## src/rtl/core/tbe_pkg.sv

```systemverilog
package tbe_pkg;

   // Fixed widths of the arithmetic.
   localparam int unsigned WORD_W = 32;
   localparam int unsigned CNT_W = $clog2(WORD_W);
   localparam int unsigned EXP_W = 5;

   // Scaling constants of the timing computation.
   localparam logic [19:0] US_PER_MS = 20'd1000;
   localparam logic [19:0] BUDGET_OFFSET_US = 20'd2500;
   localparam logic [WORD_W-1:0] OSC_NUMERATOR = 32'h4000_0000;
   localparam logic [11:0] MACRO_SCALE = 12'd2304;
   localparam logic [4:0] PERIODS_A = 5'd16;
   localparam logic [4:0] PERIODS_B = 5'd12;

   // Sequencer states.
   typedef enum logic [2:0] {
      ST_IDLE,
      ST_OSC_DIV,
      ST_PERIOD,
      ST_LAUNCH,
      ST_QUOT_DIV,
      ST_NORM,
      ST_RESPOND
   } tbe_state_type;

   // Request into the shared divider.
   typedef struct packed {
      logic start;
      logic [WORD_W-1:0] dividend;
      logic [WORD_W-1:0] divisor;
   } tbe_div_req_type;

   // Answer from the shared divider.
   typedef struct packed {
      logic done;
      logic [WORD_W-1:0] quotient;
   } tbe_div_rsp_type;

endpackage

```

## src/rtl/core/tbe_divider.sv

```systemverilog
module tbe_divider
   import tbe_pkg::*;
(
   input  logic clock,
   input  logic reset,
   input  tbe_div_req_type div_req,
   output tbe_div_rsp_type div_rsp
);

   logic run_ff, run_in;
   logic done_ff, done_in;
   logic [CNT_W-1:0] count_ff, count_in;
   logic [WORD_W-1:0] rem_ff, rem_in;
   logic [WORD_W-1:0] quo_ff, quo_in;
   logic [WORD_W-1:0] dvs_ff, dvs_in;
   logic [WORD_W:0] shifted;
   logic [WORD_W:0] diff;
   logic take;

   // One restoring step: bring down the next dividend bit and try the subtract.
   // A zero divisor always subtracts, so the quotient comes out all ones.
   always_comb begin
      shifted = {rem_ff, quo_ff[WORD_W-1]};
      diff = shifted - {1'b0, dvs_ff};
      take = (shifted >= {1'b0, dvs_ff});
   end

   // Next values of the iteration registers.
   always_comb begin
      run_in = run_ff;
      done_in = 1'b0;
      count_in = count_ff;
      rem_in = rem_ff;
      quo_in = quo_ff;
      dvs_in = dvs_ff;
      if (div_req.start) begin
         run_in = 1'b1;
         count_in = CNT_W'(WORD_W - 1);
         rem_in = '0;
         quo_in = div_req.dividend;
         dvs_in = div_req.divisor;
      end else if (run_ff) begin
         rem_in = take ? diff[WORD_W-1:0] : shifted[WORD_W-1:0];
         quo_in = {quo_ff[WORD_W-2:0], take};
         count_in = count_ff - 1'b1;
         if (count_ff == '0) begin
            run_in = 1'b0;
            done_in = 1'b1;
         end
      end
   end

   always_ff @(posedge clock) begin
      if (reset) begin
         run_ff <= 1'b0;
         done_ff <= 1'b0;
         count_ff <= '0;
      end else begin
         run_ff <= run_in;
         done_ff <= done_in;
         count_ff <= count_in;
      end
   end

   always_ff @(posedge clock) begin
      rem_ff <= rem_in;
      quo_ff <= quo_in;
      dvs_ff <= dvs_in;
   end

   assign div_rsp.done = done_ff;
   assign div_rsp.quotient = quo_ff;

endmodule

```

## src/rtl/core/tof_timing_budget_encoder.sv

```systemverilog
// Timing budget encoder for a time-of-flight ranging sensor.
//
// Input channel: a beat is taken at a rising edge with start high and busy
// low. It carries the oscillator frequency word and the timing budget in ms.
// Result channel: rsp_strobe is high for exactly one cycle per input beat,
// with rsp_status and the two encoded timing words valid in that cycle. The
// receiver cannot stall, so the result is simply taken at the end of it.
//
// Sequencing: a rejected beat (oscillator word zero or budget of 2 ms or less)
// answers in the cycle after it is taken. Any other beat makes three 32-step
// passes through the one shared restoring divider (one quotient bit per cycle)
// and then normalizes each word by single right shifts (up to 24 each). The
// block takes no new beat until the result has been shown.
//
// Reset (synchronous, active high) returns the sequencer to idle and drops
// any beat in progress; no result is shown for it.
module tof_timing_budget_encoder
   import tbe_pkg::*;
(
   input  logic clock,
   input  logic reset,
   input  logic start,
   output logic busy,
   input  logic [15:0] req_osc_freq,
   input  logic [9:0] req_budget_ms,
   output logic rsp_strobe,
   output logic rsp_status,
   output logic [15:0] rsp_timing_word_a,
   output logic [15:0] rsp_timing_word_b
);

   tbe_state_type state_ff, state_in;
   tbe_div_req_type div_req;
   tbe_div_rsp_type div_rsp;

   logic sel_b_ff;
   logic status_ff;
   logic [WORD_W-1:0] budget_ff;
   logic [WORD_W-1:0] macro_ff;
   logic [WORD_W-1:0] divisor_ff;
   logic [WORD_W-1:0] val_ff;
   logic [EXP_W-1:0] exp_ff;
   logic [15:0] word_a_ff;
   logic [15:0] word_b_ff;

   logic [19:0] budget_us;
   logic reject;
   logic norm_more;
   logic [WORD_W-1:0] period;
   logic [15:0] word_enc;
   logic [WORD_W+11:0] macro_prod;

   // Input checks and the scaled budget in microseconds.
   always_comb begin
      budget_us = 20'(req_budget_ms) * US_PER_MS;
      reject = (req_osc_freq == '0) || (budget_us <= BUDGET_OFFSET_US);
   end

   // Full-width product of the oscillator quotient and the macro scale.
   always_comb begin
      macro_prod = (WORD_W + 12)'(div_rsp.quotient) * (WORD_W + 12)'(MACRO_SCALE);
   end

   // Period for the word in progress, and the encoded word from the normalizer.
   always_comb begin
      if (sel_b_ff) begin
         period = WORD_W'(macro_ff * PERIODS_B);
      end else begin
         period = WORD_W'(macro_ff * PERIODS_A);
      end
      norm_more = (val_ff[WORD_W-1:8] != '0);
      word_enc = {{(8 - EXP_W){1'b0}}, exp_ff, val_ff[7:0]};
   end

   // Next state of the sequencer.
   always_comb begin
      state_in = state_ff;
      case (state_ff)
         ST_IDLE: begin
            if (start) begin
               state_in = reject ? ST_RESPOND : ST_OSC_DIV;
            end
         end
         ST_OSC_DIV: begin
            if (div_rsp.done) begin
               state_in = ST_PERIOD;
            end
         end
         ST_PERIOD: begin
            state_in = ST_LAUNCH;
         end
         ST_LAUNCH: begin
            state_in = ST_QUOT_DIV;
         end
         ST_QUOT_DIV: begin
            if (div_rsp.done) begin
               state_in = ST_NORM;
            end
         end
         ST_NORM: begin
            if (!norm_more) begin
               state_in = sel_b_ff ? ST_RESPOND : ST_PERIOD;
            end
         end
         ST_RESPOND: begin
            state_in = ST_IDLE;
         end
         default: begin
            state_in = ST_IDLE;
         end
      endcase
   end

   // Handshake outputs and the divider request.
   always_comb begin
      busy = (state_ff != ST_IDLE);
      rsp_strobe = (state_ff == ST_RESPOND);
      div_req.start = 1'b0;
      div_req.dividend = budget_ff + (divisor_ff >> 1);
      div_req.divisor = divisor_ff;
      case (state_ff)
         ST_IDLE: begin
            div_req.start = start && !reject;
            div_req.dividend = OSC_NUMERATOR;
            div_req.divisor = WORD_W'(req_osc_freq);
         end
         ST_LAUNCH: begin
            div_req.start = 1'b1;
         end
         default: begin
            div_req.start = 1'b0;
         end
      endcase
   end

   always_ff @(posedge clock) begin
      if (reset) begin
         state_ff <= ST_IDLE;
         sel_b_ff <= 1'b0;
      end else begin
         state_ff <= state_in;
         if (state_ff == ST_IDLE) begin
            sel_b_ff <= 1'b0;
         end else if (state_ff == ST_NORM && !norm_more) begin
            sel_b_ff <= 1'b1;
         end
      end
   end

   // Datapath registers, loaded as the sequencer walks through the steps.
   always_ff @(posedge clock) begin
      case (state_ff)
         ST_IDLE: begin
            if (start) begin
               status_ff <= reject;
               word_a_ff <= '0;
               word_b_ff <= '0;
               budget_ff <= {budget_us - BUDGET_OFFSET_US, 12'b0};
            end
         end
         ST_OSC_DIV: begin
            if (div_rsp.done) begin
               macro_ff <= macro_prod[WORD_W+5:6];
            end
         end
         ST_PERIOD: begin
            divisor_ff <= period >> 6;
         end
         ST_QUOT_DIV: begin
            if (div_rsp.done) begin
               val_ff <= div_rsp.quotient - 1'b1;
               exp_ff <= '0;
            end
         end
         ST_NORM: begin
            // Halve until only the low byte can be set; count the halvings.
            if (norm_more) begin
               val_ff <= val_ff >> 1;
               exp_ff <= exp_ff + 1'b1;
            end else if (sel_b_ff) begin
               word_b_ff <= word_enc;
            end else begin
               word_a_ff <= word_enc;
            end
         end
         default: begin
         end
      endcase
   end

   tbe_divider u_divider (
      .clock   (clock),
      .reset   (reset),
      .div_req (div_req),
      .div_rsp (div_rsp)
   );

   assign rsp_status = status_ff;
   assign rsp_timing_word_a = word_a_ff;
   assign rsp_timing_word_b = word_b_ff;

endmodule

```

## config.mk

```make
export PLATFORM = sky130hd
export DESIGN_NAME = tof_timing_budget_encoder
export DESIGN_NICKNAME = d
export VERILOG_FILES = /design/src/rtl/core/tbe_pkg.sv /design/src/rtl/core/tbe_divider.sv /design/src/rtl/core/tof_timing_budget_encoder.sv
export SDC_FILE = /design/constraint.sdc
export NUM_CORES = 1
export LEC_CHECK = 0
export BUFFER_PORTS_ARGS = -buffer_cell sky130_fd_sc_hd__buf_2
export CORE_MARGIN = 10
export CORE_UTILIZATION = 45
export CTS_CLUSTER_DIAMETER = 200
export DETAILED_ROUTE_END_ITERATION = 8
export SYNTH_ARGS = -nofsm -noshare
export SYNTH_HDL_FRONTEND = slang
export SYNTH_SLANG_ARGS = --single-unit
export TNS_END_PERCENT = 30
```

## constraint.sdc

```tcl
create_clock -name clock -period 5.7 [get_ports clock]
set_input_delay 0.855 -clock clock [delete_from_list [all_inputs] [get_ports clock]]
set_output_delay 0.855 -clock clock [all_outputs]
set_load 0.005 [all_outputs]
```

Word level (Yosys, flattened, before mapping)

Index checks and enable logic that the tools add are counted.

Input port bits: 29
Word-level logic and storage cells: 95
Bits in registers: 247
Output and inout port bits: 35

Add/subtract/negate cells: 6
$lt $le $gt $ge: 2
Bitwise logic cells: 1
Multipliers: 3
Eq/ne operators: 13
Reductions and logical operators: 21
Multiplexer cells: 32

Operator list:

| kind                                                                               | number |
|---|---|
| 32-bit 2-to-1 mux                                                                  | 6 |
| 16-bit 2-to-1 mux                                                                  | 5 |
| 64-bit 2-to-1 mux                                                                  | 1 |
| 16-bit case mux with 2 select lines                                                | 2 |
| 32-bit case mux with 2 select lines                                                | 1 |
| 33-bit by 26-bit >= comparator with 1-bit output                                   | 1 |
| 32-bit by 25-bit adder with 32-bit output                                          | 1 |
| 32-bit by 4-bit multiplier with 30-bit output, second input constant               | 1 |
| 32-bit by 1-bit subtractor with 32-bit output, second input constant               | 1 |
| 32-bit by 26-bit subtractor with 32-bit output                                     | 1 |
| 30-bit by 2-bit multiplier with 28-bit output, second input constant               | 1 |
| 24-bit nonzero test                                                                | 1 |
| 20-bit by 12-bit less-or-equal comparator with 1-bit output, second input constant | 1 |
| 5-bit 2-to-1 mux                                                                   | 4 |
| 20-bit by 12-bit subtractor with 20-bit output, second input constant              | 1 |
| 3-bit 2-to-1 mux                                                                   | 6 |
| 3-bit case mux with 6 select lines                                                 | 1 |
| 10-bit by 7-bit multiplier with 17-bit output, second input constant               | 1 |
| 16-bit zero test                                                                   | 1 |
| 4-bit AND reduction                                                                | 3 |
| 2-bit inequality test, second input constant                                       | 5 |
| 5-bit case mux with 2 select lines                                                 | 1 |
| 3-bit equality test, second input constant                                         | 3 |
| 3-bit by 2-bit equality test with 1-bit output, second input constant              | 2 |
| 18 further kinds                                                                   | 27 |

Depth between registers and ports, before layout

Depth after elaboration: 7
Depth in mapped cells: 20
Gate-level depth less buffers: 18

Cells and area by module

Synthesis repeated with hierarchy kept, for this count alone.

Cells, all modules: 1734
Area total of the unflattened synthesis: 17702.0 sq um

Modules (own cells, without submodules):

| module                    | cells an instance | times used | seq. area each (sq um) | area an instance (sq um) |
|---|---|---|---|---|
| tof_timing_budget_encoder | 1166              | 1          | 4134.0                 | 11707.5 |
| tbe_divider               | 568               | 1          | 2702.6                 | 5994.5 |

Least setup slack after synthesis

Ideal clock, no wire load.

Path type: input to register
From: input req_budget_ms[3]
To: register u_divider.quo_ff[0] (enable)
Buffers on the path: 1
Setup slack: -508 ps
Stages on the path: 17
Setup time: 479 ps
Data arrival time: 5730 ps
Data required time: 5221 ps
Path through: inv_1 > fa_1 > fa_1 > fa_1 > fa_1 > inv_1 > ha_1 > a21o_1 > a21o_1 > a211o_1 > a2111oi_4 > nor2_1 > xnor2_2 > a41oi_2 > nor2_4 > buf_2 > nand2_1

Longest elaborated chain between the ends: 7

Ends and longest elaborated chain:

| element                                                     | RTL line                         | source |
|---|---|---|
| start: declaration                                          | tof_timing_budget_encoder.sv:25  | `input logic [9:0] req_budget_ms,` |
| 10-bit by 7-bit multiplier with 17-bit output               | tof_timing_budget_encoder.sv:55  | `budget_us = 20'(req_budget_ms) * US_PER_MS;` |
| 20-bit by 12-bit less-or-equal comparator with 1-bit output | tof_timing_budget_encoder.sv:56  | `reject = (req_osc_freq == '0) \|\| (budget_us <= BUDGET_OFFSET_US);` |
| 1-bit logical OR                                            | tof_timing_budget_encoder.sv:56  |  |
| 1-bit zero test                                             | tof_timing_budget_encoder.sv:123 | `div_req.start = start && !reject;` |
| 1-bit logical AND                                           | tof_timing_budget_encoder.sv:123 |  |
| 1-bit case mux with 2 select lines                          | tof_timing_budget_encoder.sv:121 | `case (state_ff)` |
| 2-bit nonzero test (no source line)                         | -                                |  |
| end signal: assignment                                      | tbe_divider.sv:67                | `quo_ff <= quo_in;` |
| end: declaration                                            | tbe_divider.sv:14                | `logic [WORD_W-1:0] quo_ff, quo_in;` |

Every way passes these cells.
A chain may end at the register's enable or synchronous reset.

Worst setup path in the final report

From: input req_budget_ms[3]
To: register u_divider.quo_ff[10], data pin

Longest elaborated chain between the ends: 7

Ends and longest elaborated chain:

| element                                                     | RTL line                         | source |
|---|---|---|
| 10-bit by 7-bit multiplier with 17-bit output               | tof_timing_budget_encoder.sv:55  |  |
| 20-bit by 12-bit less-or-equal comparator with 1-bit output | tof_timing_budget_encoder.sv:56  |  |
| 1-bit logical OR                                            | tof_timing_budget_encoder.sv:56  |  |
| 1-bit zero test                                             | tof_timing_budget_encoder.sv:123 |  |
| 1-bit logical AND                                           | tof_timing_budget_encoder.sv:123 |  |
| 1-bit case mux with 2 select lines                          | tof_timing_budget_encoder.sv:121 |  |
| 32-bit 2-to-1 mux                                           | tbe_divider.sv:36                | `if (div_req.start) begin` |
| net u_divider.quo_in[10]                                    | tbe_divider.sv:14                |  |

The timed path passes the listed nets, and every way through them passes these cells.

==> metrics list <==
* Highest-utilization routing layer at the global route stage: met2
* Total overflow reported by the global router: 0
- The core region is 0.0364 mm².
* Routed via count divided by cell count: 5.53
* Kind of critical path: in2reg
- Counting along the longest clock path gives a buffer depth of 3.
- Layout overhead on the synthesized area: 12.4%
* Most area-hungry cell type in the Yosys netlist: sky130_fd_sc_hd__edfxtp_1
- Initial DRC Count: 830
- Sequential share of the synthesized area: 0.402
- Data arrival at the endpoint of the critical path: 5730 ps
- Along the worst path, the maximum fanout reaches 14.
* RD Place Congestion: 0.851
- Measured on the finished design, the core utilization comes to 0.510.
- For the worst setup path, the data required time is 5990 ps.
- Fin nets: 1956
- Total area of sequential cells: 0.00666 mm²
- Overall die area: 0.0448 mm²
- VDD sags by at most 0.345 mV.
- Final number of max-transition violations: 0
- The first global-routing pass estimated 62700 µm of wire.
- After synthesis, the netlist uses 84 different library cells.
- Worst path setup slack after routing: 266 ps
- After clock tree synthesis, the clock-pin slew on the worst setup and hold paths is 60 ps.
- After synthesis, the mean cell area works out to 10.1 µm².
- Pin placement for this block handled 64 I/O pins.
* Dominant combinational cell family by area after synthesis: compound AO/OA/AOI/OAI gates
- Wires add up to 39300 µm.
- Worst slew margin relative to its limit: 0.194
- Insertion delay of the later-clocked pin in the worst-skew pair: 540 ps
- Pin count of the biggest net entering global routing: 68
- TritonCTS built the clock tree.
- Setup violations remaining at the end of the flow were counted as 0.
* Cells taking the most area after synthesis: sky130_fd_sc_hd__edfxtp_1 35%, sky130_fd_sc_hd__ha_1 12%, sky130_fd_sc_hd__dfxtp_1 5.2%, sky130_fd_sc_hd__xnor2_1 4.6%, sky130_fd_sc_hd__fa_1 4.0%
- Yosys printed 0 warnings.
- Of the total synthesized cell area, the portion taken by full adders, half adders and majority gates is 0.157.
* Portion of netlist area occupied by mux cells: 0.0216
* Cell types with the highest counts after synthesis: 193 x sky130_fd_sc_hd__edfxtp_1, 155 x sky130_fd_sc_hd__ha_1, 140 x sky130_fd_sc_hd__nand2_1
* Final clock period utilization by the worst path: 0.953
- The initial utilization of the core area, before any placement, comes to 0.454.
* Fillers: 3301
* Setup Slack @ Placement: -268 ps
- Hold Slack: 492 ps
* Total vias in the final route: 12300
* Synth Area in Simple Gates: 0.142
* HP Class: reg2reg
- Drt pass-1 iters: 4
* Area occupied by multi-input gates: 0.00929 mm²
- The number of global-route vias before repair came to 11900.
- Worst Setup End Kind: register
- Run status: completed
* Horizontal die dimension: 212 µm
* Post-synthesis instance area: 0.0165 mm²
- In this run the number of H-tree levels came out at 1.
* Number of hold violations in the final report: 0
* RSZ-0062 raised after global routing: no
* Commonest register cell after synthesis: sky130_fd_sc_hd__edfxtp_1
- Detail Placement HPWL: 30300 µm
* Routing usage on met2: 0.287
- Startpoint types: input port
* # clock sinks: 236
* Drt wl/cell: 17.6 µm
* Power per cell area: 615 mW/mm²
* Register bit count reported by yosys: 236
* Library cell with the highest instance count after synthesis: sky130_fd_sc_hd__edfxtp_1
- Residual DRC: 0
* Clock Skew: 19.3 ps
- In the global route stage, met3 resource usage came out at 0.0222.
- Synthesized-area fraction occupied by xor and xnor cells: 0.0746
* Clock Root Buffer: sky130_fd_sc_hd__clkbuf_16
- Min cycle time layout: 5430 ps
- The number of antenna diodes in the final layout is 0.
- The initial antenna violation count was 1.
- Standard-cell row count: 70
- Ys async rst share: 0
- Across every metal layer, demand over resource in global routing totals 0.172.
- Derived from the worst setup path, the maximum achievable clock frequency is 184 MHz.
- The floorplan step set the die height to 212 µm.
- The share of synthesized area in the top cell type comes to 0.350.
* Transition at the pin with the smallest max-transition slack: 1200 ps
- Port bufs: 57
- CTS Buf Count: 27
- Met1 global-route usage: 0.234
- Share of final-layout standard cells stronger than drive strength 1: 0.121
- In this run, post-CTS repair resized a total of 0 instances.
- The synthesized design contains 193 enable-type register cells.
- Static leakage: 0.00780 µW
* Antenna violation net count after detailed routing: 0
- Fraction of the mapped netlist area in compound gates: 0.162
- Max Cap Viol: 0
- Synthesized instance count: 1640
==> through the flow <==
| stage | power [µW] | cell area, µm² | setup TNS, ps | cells |
|---|---|---|---|---|
| 3_3_place_gp | 9640 | 17700 | -10960 | 2177 |
| 4_1_cts | 11500 | 18600 | 0 | 2227 |
| 6_report | 11400 | 18600 | 0 | 2228 |
| 2_1_floorplan | 7960 | 16600 | 0 | 1645 |
| 3_5_place_dp | 9750 | 17700 | -22040 | 2177 |
| 5_1_grt | 12400 | 18600 | 0 | 2228 |
==> power breakdown <==
group / internal (µW) / total (µW) / switching [µW]
Clock: 999 / 1700 / 699
Sequential: 2820 / 3340 / 521
Combinational: 2880 / 6400 / 3520
Total: 6690 / 11400 / 4740
==> final timing paths <==
kind | start | end | slack (ps) | cells after the start
worst max-delay path | req_budget_ms[3] | u_divider.quo_ff[10] | 270 | 19
worst min-delay path | u_divider.rem_ff[31] | u_divider.rem_ff[31] | 490 | 2
worst max register to register | macro_ff[3] | divisor_ff[23] | 1880 | 11
worst min register to register | u_divider.rem_ff[31] | u_divider.rem_ff[31] | 490 | 2
==> logic make-up (layout without fill, tap and decap cells) <==
kind of cell	Yosys count	in the layout
AND/OR/NAND/NOR	480	480
AO/OA/AOI/OAI	396	396
flip-flops	236	236
adder cells (fa/ha/maj)	188	188
buffers and inverters	165	280
XOR/XNOR	140	140
multiplexers	34	34
other	1	6
==> final cells by class <==
type / count / share of cell area
clock buffers: 36 / 0.0398
clock inverters: 14 / 0.00673
inverters: 114 / 0.0230
multi-input cells: 1244 / 0.500
flip-flops and latches: 236 / 0.358
well taps: 468 / 0.0315
repair buffers: 116 / 0.0412
==> critical path, stage by stage <==
cell,delay [ps]
sky130_fd_sc_hd__buf_2,110
sky130_fd_sc_hd__inv_1,90
sky130_fd_sc_hd__fa_1,570
sky130_fd_sc_hd__fa_1,440
sky130_fd_sc_hd__fa_1,490
sky130_fd_sc_hd__fa_1,510
sky130_fd_sc_hd__inv_1,40
sky130_fd_sc_hd__ha_1,300
sky130_fd_sc_hd__a21o_1,160
sky130_fd_sc_hd__a21o_1,200
sky130_fd_sc_hd__a211o_1,330
sky130_fd_sc_hd__a2111oi_4,360
sky130_fd_sc_hd__nor2_1,150
sky130_fd_sc_hd__xnor2_2,170
sky130_fd_sc_hd__a41oi_2,290
sky130_fd_sc_hd__nor2_4,90
sky130_fd_sc_hd__buf_4,200
sky130_fd_sc_hd__buf_4,170
sky130_fd_sc_hd__a22o_1,180
==> flip-flops by register name, summed over array words and instances, names as in the netlist, 13 cells and up <==
| signal | count |
|---|---|
| budget_ff | 17 |
| divisor_ff | 26 |
| macro_ff | 28 |
| rsp_timing_word_a | 13 |
| rsp_timing_word_b | 13 |
| u_divider.dvs_ff | 26 |
| u_divider.quo_ff | 32 |
| u_divider.rem_ff | 32 |
| val_ff | 32 |
==> layout by cell type (no fill, tap or decap), types with 13 or more instances in the layout <==
cell type,instances
sky130_fd_sc_hd__edfxtp_1,193
sky130_fd_sc_hd__ha_1,155
sky130_fd_sc_hd__nand2_1,139
sky130_fd_sc_hd__inv_1,113
sky130_fd_sc_hd__nor2_1,112
sky130_fd_sc_hd__a21oi_1,94
sky130_fd_sc_hd__xnor2_1,86
sky130_fd_sc_hd__o21ai_0,85
sky130_fd_sc_hd__buf_2,57
sky130_fd_sc_hd__buf_4,56
sky130_fd_sc_hd__xor2_1,53
sky130_fd_sc_hd__dfxtp_1,42
sky130_fd_sc_hd__a21o_1,40
sky130_fd_sc_hd__nor3_1,36
sky130_fd_sc_hd__fa_1,33
sky130_fd_sc_hd__nand3_1,32
sky130_fd_sc_hd__a211oi_1,28
sky130_fd_sc_hd__clkbuf_16,27
sky130_fd_sc_hd__and2_1,24
sky130_fd_sc_hd__a22o_1,24
sky130_fd_sc_hd__nand2b_1,23
sky130_fd_sc_hd__nor4_1,23
sky130_fd_sc_hd__and3_1,22
sky130_fd_sc_hd__mux2i_1,21
sky130_fd_sc_hd__nor2b_1,16
sky130_fd_sc_hd__o21bai_1,16
sky130_fd_sc_hd__o21a_1,14
sky130_fd_sc_hd__mux2_2,13
==> timing repair <==
action	4_1_cts	5_1_grt
setup endpoints to repair	0	1
setup buffers	0	1
hold buffers	0	0
hold endpoints to repair	0	0
==> routing by layer <==
metal / part of all wire / vias to the layer above
met5: 0 / -
met4: 0.015 / 0
met3: 0.051 / 44
met2: 0.47 / 240
met1: 0.46 / 5874
li1: - / 6161
(Power assumes the default switching activity.)
